--- config.mk ---
export PLATFORM = sky130hd
export DESIGN_NAME = lfu_cache_table_top_flat
export DESIGN_NICKNAME = d
export VERILOG_FILES = /design/src/hdl/lfct_pkg.sv /design/src/hdl/lfct_if.sv /design/src/hdl/lfct_cmp.sv /design/src/hdl/lfu_cache_table_top.sv /design/src/flat_wrapper.sv
export SDC_FILE = /design/constraint.sdc
export NUM_CORES = 2
export LEC_CHECK = 0
export ABC_AREA = 1
export BUFFER_PORTS_ARGS = -buffer_cell sky130_fd_sc_hd__clkbuf_2
export CORE_MARGIN = 2
export CORE_UTILIZATION = 45
export DETAILED_ROUTE_END_ITERATION = 8
export GPL_TIMING_DRIVEN = 0
export HOLD_SLACK_MARGIN = 0.1
export PLACE_DENSITY_LB_ADDON = 0.2
export SYNTH_ARGS = -nofsm -noshare
export SYNTH_HDL_FRONTEND = slang
export SYNTH_SLANG_ARGS = --single-unit
--- constraint.sdc ---
create_clock -name clk -period 8.9 [get_ports clk]
set_input_delay 1.78 -clock clk [delete_from_list [all_inputs] [get_ports clk]]
set_output_delay 1.78 -clock clk [all_outputs]
set_load 0.05 [all_outputs]
--- src/hdl/lfct_pkg.sv ---
// Shared types and constants of the LFU cache table.
// No dependencies; used by the interfaces, the compare unit and the top level.
package lfct_pkg;

  localparam int CAPACITY   = 16;
  localparam int COUNT_BITS = 16;
  localparam int KEY_W      = 32;
  localparam int VAL_W      = 32;
  localparam int CAP_W      = 5;
  localparam int IDX_W      = (CAPACITY > 1) ? $clog2(CAPACITY) : 1;
  localparam int OCC_W      = $clog2(CAPACITY + 1);

  localparam logic CMD_GET = 1'b0;
  localparam logic CMD_PUT = 1'b1;

  localparam logic [CAP_W-1:0] CAP_RESET = CAP_W'(16);

  typedef logic signed [KEY_W-1:0] key_t;
  typedef logic signed [VAL_W-1:0] val_t;
  typedef logic [COUNT_BITS-1:0]   count_t;
  typedef logic [IDX_W-1:0]        idx_t;
  typedef logic [OCC_W-1:0]        occ_t;
  typedef logic [CAP_W-1:0]        cap_t;

  localparam count_t COUNT_MAX = '1;

  typedef struct packed {
    logic   valid;
    key_t   key;
    count_t cnt;
    idx_t   rank;
  } cand_t;

  typedef struct packed {
    logic   found;
    count_t cnt;
    idx_t   rank;
  } best_t;

  typedef struct packed {
    logic hit;
    logic better;
  } cmp_res_t;

endpackage

--- src/hdl/lfct_if.sv ---
// Request, response and configuration channel interfaces of the LFU cache table.
// Depends on lfct_pkg.
interface lfct_req_if;
  import lfct_pkg::*;
  logic valid;
  logic ready;
  logic cmd;
  key_t lookup_key;
  val_t new_value;
  modport source (output valid, output cmd, output lookup_key, output new_value,
                  input ready);
  modport sink   (input valid, input cmd, input lookup_key, input new_value,
                  output ready);
endinterface

interface lfct_rsp_if;
  import lfct_pkg::*;
  logic valid;
  logic ready;
  logic found;
  val_t read_value;
  modport source (output valid, output found, output read_value, input ready);
  modport sink   (input valid, input found, input read_value, output ready);
endinterface

interface lfct_cfg_if;
  import lfct_pkg::*;
  logic valid;
  logic ready;
  cap_t data;
  modport source (output valid, output data, input ready);
  modport sink   (input valid, input data, output ready);
endinterface

--- src/hdl/lfct_cmp.sv ---
// Shared compare unit: key match and eviction order for one table entry.
// Depends on lfct_pkg.
module lfct_cmp (
  input  lfct_pkg::key_t     lookup_key,
  input  lfct_pkg::cand_t    cand,
  input  lfct_pkg::best_t    best,
  output lfct_pkg::cmp_res_t res
);
  import lfct_pkg::*;

  always_comb begin
    res.hit    = cand.valid && (cand.key == lookup_key);
    res.better = cand.valid &&
                 (!best.found || (cand.cnt < best.cnt) ||
                  ((cand.cnt == best.cnt) && (cand.rank > best.rank)));
  end

endmodule

--- src/hdl/lfu_cache_table_top.sv ---
// LFU cache table with LRU tie break: a 16-step scan through one compare unit.
// Request to response, a miss get passes through S_SCAN and S_DONE, a hit or plain insert
// adds S_TOUCH or S_INSERT, and a put that evicts adds S_EVICT then S_INSERT. One request at a
// time: the next is taken only after the scan through the shared lfct_cmp unit and once S_DONE loads the response.
// Synchronous reset clears the valid table and occupancy at once, capacity 16.
// Depends on lfct_pkg, lfct_if and lfct_cmp.
module lfu_cache_table_top (
  input  logic       clk,
  input  logic       rst,
  lfct_req_if.sink   req,
  lfct_rsp_if.source rsp,
  lfct_cfg_if.sink   cfg
);
  import lfct_pkg::*;

  localparam int CMP_W = (OCC_W > CAP_W) ? OCC_W : CAP_W;

  typedef enum logic [5:0] {
    S_IDLE   = 6'b000001,
    S_SCAN   = 6'b000010,
    S_TOUCH  = 6'b000100,
    S_EVICT  = 6'b001000,
    S_INSERT = 6'b010000,
    S_DONE   = 6'b100000
  } state_t;

  state_t state;
  idx_t   idx;
  cap_t   capacity;
  occ_t   occ;

  logic   entry_valid [CAPACITY];
  key_t   entry_key   [CAPACITY];
  val_t   entry_value [CAPACITY];
  count_t use_count   [CAPACITY];
  idx_t   recency_rank[CAPACITY];

  logic   cmd_q;
  key_t   key_q;
  val_t   val_q;
  logic   hit_q;
  idx_t   hit_idx;
  count_t hit_cnt;
  idx_t   hit_rank;
  val_t   hit_val;
  best_t  vic;
  idx_t   vic_idx;
  logic   free_q;
  idx_t   free_idx;

  logic   rsp_valid;
  logic   rsp_found;
  val_t   rsp_value;

  cand_t    cand;
  cmp_res_t res;
  logic     last;
  logic     hit_now;
  logic     accept;
  logic     rsp_load;
  logic [CMP_W-1:0] cap_ext;
  logic [CMP_W-1:0] cap_eff;

  assign cand.valid = entry_valid[idx];
  assign cand.key   = entry_key[idx];
  assign cand.cnt   = use_count[idx];
  assign cand.rank  = recency_rank[idx];

  lfct_cmp u_cmp (
    .lookup_key (key_q),
    .cand       (cand),
    .best       (vic),
    .res        (res)
  );

  assign last     = (idx == idx_t'(CAPACITY - 1));
  assign hit_now  = hit_q || res.hit;
  assign accept   = req.valid && req.ready;
  assign rsp_load = (state == S_DONE) && (!rsp_valid || rsp.ready);

  assign req.ready      = (state == S_IDLE);
  assign cfg.ready      = 1'b1;
  assign rsp.valid      = rsp_valid;
  assign rsp.found      = rsp_found;
  assign rsp.read_value = rsp_value;

  always_comb begin
    cap_ext = CMP_W'(capacity);
    cap_eff = (cap_ext > CMP_W'(CAPACITY)) ? CMP_W'(CAPACITY) : cap_ext;
  end

  // control state
  always_ff @(posedge clk) begin
    if (rst) begin
      state     <= S_IDLE;
      capacity  <= CAP_RESET;
      occ       <= '0;
      rsp_valid <= 1'b0;
      hit_q     <= 1'b0;
      free_q    <= 1'b0;
      for (int i = 0; i < CAPACITY; i++) entry_valid[i] <= 1'b0;
    end else begin
      if (cfg.valid) capacity <= cfg.data;
      if (rsp_load) begin
        rsp_valid <= 1'b1;
      end else if (rsp.ready) begin
        rsp_valid <= 1'b0;
      end
      unique case (state)
        S_IDLE: begin
          if (accept) begin
            hit_q     <= 1'b0;
            free_q    <= 1'b0;
            state     <= S_SCAN;
          end
        end
        S_SCAN: begin
          if (res.hit) hit_q <= 1'b1;
          if (!cand.valid && !free_q) free_q <= 1'b1;
          if (last) begin
            if (hit_now) begin
              state <= S_TOUCH;
            end else if ((cmd_q == CMD_PUT) && (cap_eff != '0)) begin
              state <= (CMP_W'(occ) >= cap_eff) ? S_EVICT : S_INSERT;
            end else begin
              state <= S_DONE;
            end
          end
        end
        S_TOUCH: begin
          state <= S_DONE;
        end
        S_EVICT: begin
          if (vic.found) begin
            entry_valid[vic_idx] <= 1'b0;
            occ    <= occ - 1'b1;
            free_q <= 1'b1;
          end
          state <= S_INSERT;
        end
        S_INSERT: begin
          if (free_q) begin
            entry_valid[free_idx] <= 1'b1;
            occ <= occ + 1'b1;
          end
          state <= S_DONE;
        end
        S_DONE: begin
          if (rsp_load) begin
            state     <= S_IDLE;
          end
        end
        default: state <= S_IDLE;
      endcase
    end
  end

  // payload and table contents
  always_ff @(posedge clk) begin
    unique case (state)
      S_IDLE: begin
        if (accept) begin
          cmd_q     <= req.cmd;
          key_q     <= req.lookup_key;
          val_q     <= req.new_value;
          idx       <= '0;
          vic.found <= 1'b0;
        end
      end
      S_SCAN: begin
        idx <= idx_t'(idx + 1'b1);
        if (res.hit) begin
          hit_idx  <= idx;
          hit_cnt  <= cand.cnt;
          hit_rank <= cand.rank;
          hit_val  <= entry_value[idx];
        end
        if (res.better) begin
          vic.found <= 1'b1;
          vic.cnt   <= cand.cnt;
          vic.rank  <= cand.rank;
          vic_idx   <= idx;
        end
        if (!cand.valid && !free_q) free_idx <= idx;
      end
      S_TOUCH: begin
        for (int i = 0; i < CAPACITY; i++) begin
          if (entry_valid[i] && (recency_rank[i] < hit_rank))
            recency_rank[i] <= idx_t'(recency_rank[i] + 1'b1);
        end
        recency_rank[hit_idx] <= '0;
        if (hit_cnt != COUNT_MAX) use_count[hit_idx] <= count_t'(hit_cnt + 1'b1);
        if (cmd_q == CMD_PUT) entry_value[hit_idx] <= val_q;
      end
      S_EVICT: begin
        if (vic.found) begin
          for (int i = 0; i < CAPACITY; i++) begin
            if (entry_valid[i] && (recency_rank[i] > vic.rank))
              recency_rank[i] <= idx_t'(recency_rank[i] - 1'b1);
          end
          if (!free_q || (vic_idx < free_idx)) free_idx <= vic_idx;
        end
      end
      S_INSERT: begin
        if (free_q) begin
          for (int i = 0; i < CAPACITY; i++) begin
            if (entry_valid[i]) recency_rank[i] <= idx_t'(recency_rank[i] + 1'b1);
          end
          entry_key[free_idx]    <= key_q;
          entry_value[free_idx]  <= val_q;
          use_count[free_idx]    <= '0;
          recency_rank[free_idx] <= '0;
        end
      end
      S_DONE: begin
        if (rsp_load) begin
          rsp_found <= hit_q;
          rsp_value <= (hit_q && (cmd_q == CMD_GET)) ? hit_val : '1;
        end
      end
      default: ;
    endcase
  end

endmodule

--- src/flat_wrapper.sv ---
// flat-port wrapper written by rule: the top's interface ports become plain ports
module lfu_cache_table_top_flat import lfct_pkg::*;
  (clk, rst, req_valid, req_cmd, req_lookup_key, req_new_value, req_ready, rsp_valid, rsp_found, rsp_read_value, rsp_ready, cfg_valid, cfg_data, cfg_ready);
  lfct_req_if req_i ();
  lfct_rsp_if rsp_i ();
  lfct_cfg_if cfg_i ();
  input  logic clk;
  input  logic rst;
  input wire logic [$bits(req_i.valid)-1:0] req_valid;
  input wire logic [$bits(req_i.cmd)-1:0] req_cmd;
  input wire logic [$bits(req_i.lookup_key)-1:0] req_lookup_key;
  input wire logic [$bits(req_i.new_value)-1:0] req_new_value;
  output wire logic [$bits(req_i.ready)-1:0] req_ready;
  output wire logic [$bits(rsp_i.valid)-1:0] rsp_valid;
  output wire logic [$bits(rsp_i.found)-1:0] rsp_found;
  output wire logic [$bits(rsp_i.read_value)-1:0] rsp_read_value;
  input wire logic [$bits(rsp_i.ready)-1:0] rsp_ready;
  input wire logic [$bits(cfg_i.valid)-1:0] cfg_valid;
  input wire logic [$bits(cfg_i.data)-1:0] cfg_data;
  output wire logic [$bits(cfg_i.ready)-1:0] cfg_ready;
  assign req_i.valid = req_valid;
  assign req_i.cmd = req_cmd;
  assign req_i.lookup_key = req_lookup_key;
  assign req_i.new_value = req_new_value;
  assign req_ready = req_i.ready;
  assign rsp_valid = rsp_i.valid;
  assign rsp_found = rsp_i.found;
  assign rsp_read_value = rsp_i.read_value;
  assign rsp_i.ready = rsp_ready;
  assign cfg_i.valid = cfg_valid;
  assign cfg_i.data = cfg_data;
  assign cfg_ready = cfg_i.ready;
  lfu_cache_table_top u_core (.clk(clk), .rst(rst), .req(req_i), .rsp(rsp_i), .cfg(cfg_i));
endmodule
### Word level (Yosys, flattened, before mapping)

Memory sizes are Yosys's and may differ from the RTL's. A register that Yosys moved wholly into a read port is not among the register bits.
Cells that the tools add are included.

| word-level totals | value |
|---|---|
| memories | 5 |
| bits in writable memories | 1,360 |
| input port bits | 75 |
| bits in registers | 174 |

| cells by class | value |
|---|---|
| bitwise logic cells | 33 |
| equal/unequal tests | 19 |
| multiplexer cells | 273 |
| add/subtract/negate cells | 36 |
| magnitude comparators | 37 |
| reductions and logical operators | 72 |

Memory list:

| memory | words | width | rd ports | clocked after memory_dff | write ports | line | source |
|---|---|---|---|---|---|---|---|
| u_core.entry_key | 16 | 32 | 1 | 1 | 1 | lfu_cache_table_top.sv:33 | `key_t entry_key [CAPACITY];` |
| u_core.entry_value | 16 | 32 | 1 | 1 | 1 | lfu_cache_table_top.sv:34 | `val_t entry_value [CAPACITY];` |
| u_core.use_count | 16 | 16 | 1 | 1 | 1 | lfu_cache_table_top.sv:35 | `count_t use_count [CAPACITY];` |
| u_core.recency_rank | 16 | 4 | 17 | 1 | 17 | lfu_cache_table_top.sv:36 | `idx_t recency_rank[CAPACITY];` |
| u_core.entry_valid | 16 | 1 | 17 | 1 | 16 | lfu_cache_table_top.sv:32 | `logic entry_valid [CAPACITY];` |

Operators with widths:

| cell | count |
|---|---|
| $mux W1 | 208 |
| $mux W4 | 46 |
| $add A4 B1 Y4 const B | 17 |
| $gt A4 B4 Y1 | 17 |
| $lt A4 B4 Y1 | 17 |
| $sub A4 B1 Y4 const B | 16 |
| $logic_and A1 B1 Y1 | 40 |
| $eq A32 B32 Y1 | 1 |
| $mux W32 | 1 |
| $or A1 B1 Y1 | 32 |
| $reduce_or A32 Y1 | 1 |
| $mux W6 | 5 |
| $pmux W6 S5 | 1 |
| $mux W21 | 1 |
| $mux W5 | 4 |
| $add A16 B1 Y16 const B | 1 |
| $eq A16 B16 Y1 | 1 |
| $lt A16 B16 Y1 | 1 |
| $mux W16 | 1 |
| $ne A16 B16 Y1 const B | 1 |
| $ne A2 B1 Y1 const B | 8 |
| $pmux W4 S2 | 2 |
| $reduce_or A16 Y1 | 1 |
| $reduce_and A3 Y1 | 4 |
| other kinds (26) | 43 |

### Logic depth before layout (Yosys ltp)

An unclocked memory read counts as a cell.

| logic depth | value |
|---|---|
| depth in word-level cells | 9 |
| mapped depth | 21 |

### Hierarchy

Synthesis repeated with hierarchy kept, for this count alone.

| unflattened totals | value |
|---|---|
| cells, all modules | 5,536 |
| area total of the unflattened synthesis | 66,577.6 sq um |

Modules (own cells, without submodules):

| module | sequential area each (sq um) | area each (sq um) | instances | cells an instance |
|---|---|---|---|---|
| lfu_cache_table_top | 46,274.4 | 65,530.3 | 1 | 5,340 |
| lfct_cmp | 0.0 | 1,047.3 | 1 | 196 |

### Worst setup path after synthesis

Ideal clock, no wire load.

| path | value |
|---|---|
| path type | flip-flop to flip-flop |
| from | register u_core.state[4] |
| to | register u_core.hit_q |
| cell stages (with the launch flop) | 10 |
| data arrival time | 5.986 ns |
| required time | 8.772 ns |
| period minus slack after synthesis | 6.114 ns |
| path slack | 2.786 ns |
| path through | dfxtp_1 or2_1 nor4_1 inv_1 nor2_1 nor2_1 inv_1 nand2_1 a21oi_1 nor2_1 |

| between the ends | value |
|---|---|
| word-level cells in the longest chain between the ends | 4 |
| elaborated cells on any way between the ends | 8 |
| classes of those cells | 4 x eq/ne; 1 x mux; 3 x reduce/logical |

RTL lines:

| what | line | source |
|---|---|---|
| start, declared | lfu_cache_table_top.sv:27 | `state_t state;` |
| start signal, assigned | lfu_cache_table_top.sv:124 | `state <= (CMP_W'(occ) >= cap_eff) ? S_EVICT : S_INSERT;` |
| $eq A6 B1 Y1 (*) | lfu_cache_table_top.sv:81 | `assign req.ready = (state == S_IDLE);` |
| net req_ready | flat_wrapper.sv:13 | `output wire logic [$bits(req_i.ready)-1:0] req_ready;` |
| $logic_and A1 B1 Y1 | lfu_cache_table_top.sv:78 | `assign accept = req.valid && req.ready;` |
| $ne A2 B2 Y1 (no source line) | -- |  |
| $reduce_and A3 Y1 (no source line) | -- |  |
| end signal, assigned | lfu_cache_table_top.sv:99 | `hit_q <= 1'b0;` |
| end signal, assigned | lfu_cache_table_top.sv:112 | `hit_q <= 1'b0;` |
| end signal, assigned | lfu_cache_table_top.sv:118 | `if (res.hit) hit_q <= 1'b1;` |
| end, declared | lfu_cache_table_top.sv:41 | `logic hit_q;` |

The timed path passes the listed nets; every way through them passes the cells marked *.
A chain may end at the register's enable or synchronous reset.

==> impl_metrics.ini <==
[sta]
fin_crit_sh_pct = 69.36
setup_violations = 0
final.min_clock_period_ns = 6.173
tightest_slew_ns = 1.421
relSlewSlack_pct = 5.292
slew_violations = 0
finClkSkew_ns = 0.05754
hold_violations = 0
rsz0062_at_grt = false
fmax_ghz = 0.1620

[final_layout]
drive_gt1_share_pct = 8.973
stdcell_count = 8107
finalNetCount = 6305
syn2layout_area_growth_pct = 14.98

[clock_network]
cts_hold_buf = 0
htreeDepth = 4
cts.repair.resized = 0
post_cts.repair.setup_buffers = 0
cts_root_buffer = clkbuf_16
path_clk_slew_ns = 0.06
numCtsBuffers = 165
clock-sinks = 1570
clkLatencyLatePin_ns = 0.84
cts_tree = yes
cts_buffer_depth = 3

[route]
drt-total-wl_um = 229400
met2WireLength_um = 102000
viasPerCell = 6.023
wl_per_cell_um = 28.29
wl_met3_um = 25090
drtPass1Iterations = 8
highest-signal-layer = met5
wl_met1_um = 93110
drc = 0
ant_nets = 0
drtIter0Drc = 6436
via_count = 48830

[worst_setup_path]
worstPathCellList = inv_2, buf_4, buf_4, buf_2, clkbuf_1, clkbuf_1, nor2_1, o221ai_1, nand3_1, nand2_1, ha_1, nand4_1, nor3_1, nand2_1, o31ai_1, o21ai_0, nor2_4
worst-path-buf-inv = 6
path_max_fanout = 24
cp.required_ns = 9.31
cp-start-kind = register
path_class = register to register
cp-end-kind = register
crit_family = buffers and inverters
slowest_stage = nor2_4
max_stage_delay_ns = 0.80
arrival_ns = 6.59

[grt]
overflow = 0
grt_first_pass_wirelength_um = 324500
grt_pass1_vias = 46260
grt_max_degree = 27
antenna_found_initial = 7
track_usage_pct = 29.69

[floorplan]
core_um2 = 148000
io_pins = 111
rows = 141
die_w_um = 390.7
die_y_um = 390.7
initial_core_util_pct = 45.45
dieArea_um2 = 152600

[run_status]
status = complete, no violations

[placement]
dp.final_hpwl_um = 154600
place_congestion = 0.9461
io_buffers = 109
dp_cells = 7807

[synth]
syn-cell-area_um2 = 67280
postSynthCellCount = 5707
synth_common_cells = 1,483 x edfxtp_1, 860 x nor2_1, 664 x nand2_1, 656 x o21ai_0, 385 x inv_1
async_flop_share_pct = 0
synth.most_common_cell = edfxtp_1
synth_cell_types = 54
syn-num-nets = 5967
yosysWarningCount = 0
synth_edf_count = 1483
synthFlopType = edfxtp_1
syn_avg_cell_area_um2 = 11.79
yosysSeqAreaShare_pct = 68.78
synth_top_area_cell = edfxtp_1
ys_seq_elements = 1570
yosys.area.top_type_share_pct = 66.19
synth_area_leaders = edfxtp_1 66%, o21ai_0 4.9%, nor2_1 4.8%

[pwr]
p_per_area_nw_per_um2 = 227.7
ir_drop_mv = 0.1756
power.total_w = 0.01761
p_leak_nw = 27.39

[worst_hold_path]
hold_class = register to register

[job]
drv_cap = 0
## per-layer routing
| metal | track usage (%) | vias to the layer above |
|---|---|---|
| li1 | - | 21290 |
| met3 | 6.291 | 470 |
| met2 | 45.19 | 2943 |
| met4 | 11.46 | 2 |
| met1 | 41.77 | 24120 |
| met5 | 0 | - |
## cells by family (layout without fill, tap and decap cells)
| group | after synthesis | count (layout) | synth area share [%] |
|---|---|---|---|
| other cells | 1 | 4 | 0.005574 |
| xor+xnor | 36 | 36 | 0.4687 |
| fa+ha+maj | 185 | 185 | 3.530 |
| simple gates | 1987 | 1987 | 12.15 |
| flops | 1570 | 1570 | 68.78 |
| buf+inv | 693 | 1160 | 4.231 |
| compound gates | 1232 | 1232 | 10.79 |
| mux | 3 | 3 | 0.04464 |
## stage by stage
step | setup WS, ns | setup TNS [ns] | hold WS [ns] | utilization [%] | cell area [um2]
floorplan | 2.786 | 0 | 0.4261 | - | 67280
global placement | -0.1940 | -0.3367 | 0.4432 | 47.45 | 70240
detailed placement | 2.884 | 0 | 0.4526 | 48.61 | 71940
CTS | 2.859 | 0 | 0.4625 | 52.25 | 77340
global route | 2.508 | 0 | 0.4947 | 52.26 | 77350
finish | 2.727 | 0 | 0.4638 | 52.26 | 77350
## cells in the final DEF (no fill, tap or decap), drive strengths merged, types with 16 or more instances in the layout
| cell | n |
|---|---|
| nand4 | 30 |
| dfxtp | 87 |
| inv | 394 |
| a21oi | 170 |
| nor3 | 40 |
| o21ai | 685 |
| buf | 172 |
| o22ai | 46 |
| nand3 | 368 |
| nand2 | 665 |
| o221ai | 154 |
| ha | 177 |
| o211ai | 115 |
| a211oi | 16 |
| clkinv | 68 |
| edfxtp | 1483 |
| nor2 | 861 |
| xor2 | 26 |
| clkbuf | 505 |
## final cells by class
class | instances | area (um2)
Fill cell | 12750 | 70660
Buffer | 299 | 1368
Tap cell | 1930 | 2415
Inverter | 394 | 1479
Clock inverter | 89 | 1099
Clock buffer | 207 | 4297
Multi-Input combinational cell | 3444 | 18500
Timing Repair Buffer | 171 | 1919
Antenna cell | 3 | 7.507
Sequential cell | 1570 | 46270
## path summary, 6_finish.rpt
| path | startpoint | end | slack [ns] | cells past startpoint |
|---|---|---|---|---|
| setup / recovery | register | u_core.vic[6] | 2.73 | 17 |
| hold / removal | u_core.occ[4] | u_core.occ[4] | 0.46 | 1 |
| setup reg to reg | register | u_core.vic[6] | 2.73 | 17 |
| hold reg to reg | u_core.occ[4] | u_core.occ[4] | 0.46 | 1 |
## power by group
part / total, W / internal, W / switching (W) / leakage, nW
logic: 0.00233 / 0.000589 / 0.00174 / 10.7
clock network: 0.00693 / 0.00388 / 0.00305 / 2.59
registers: 0.00836 / 0.00819 / 0.000168 / 14.1
## sequential cells by signal, indices dropped and copies added (netlist names), 4 cells and up, named ones only
name                   cells
u_core.state               6
u_core.hit_val            32
u_core.vic_idx             4
u_core.hit_rank            4
u_core.cap_ext             5
u_core.recency_rank       64
u_core.vic                21
u_core.rsp.read_value     32
u_core.occ                 5
u_core.entry_value       512
u_core.hit_idx             4
u_core.entry_valid        16
u_core.hit_cnt            16
u_core.key_q              32
u_core.free_idx            4
u_core.val_q              32
u_core.idx                 4
u_core.entry_key         512
u_core.use_count         256
Power figures use the tool's default switching activity.
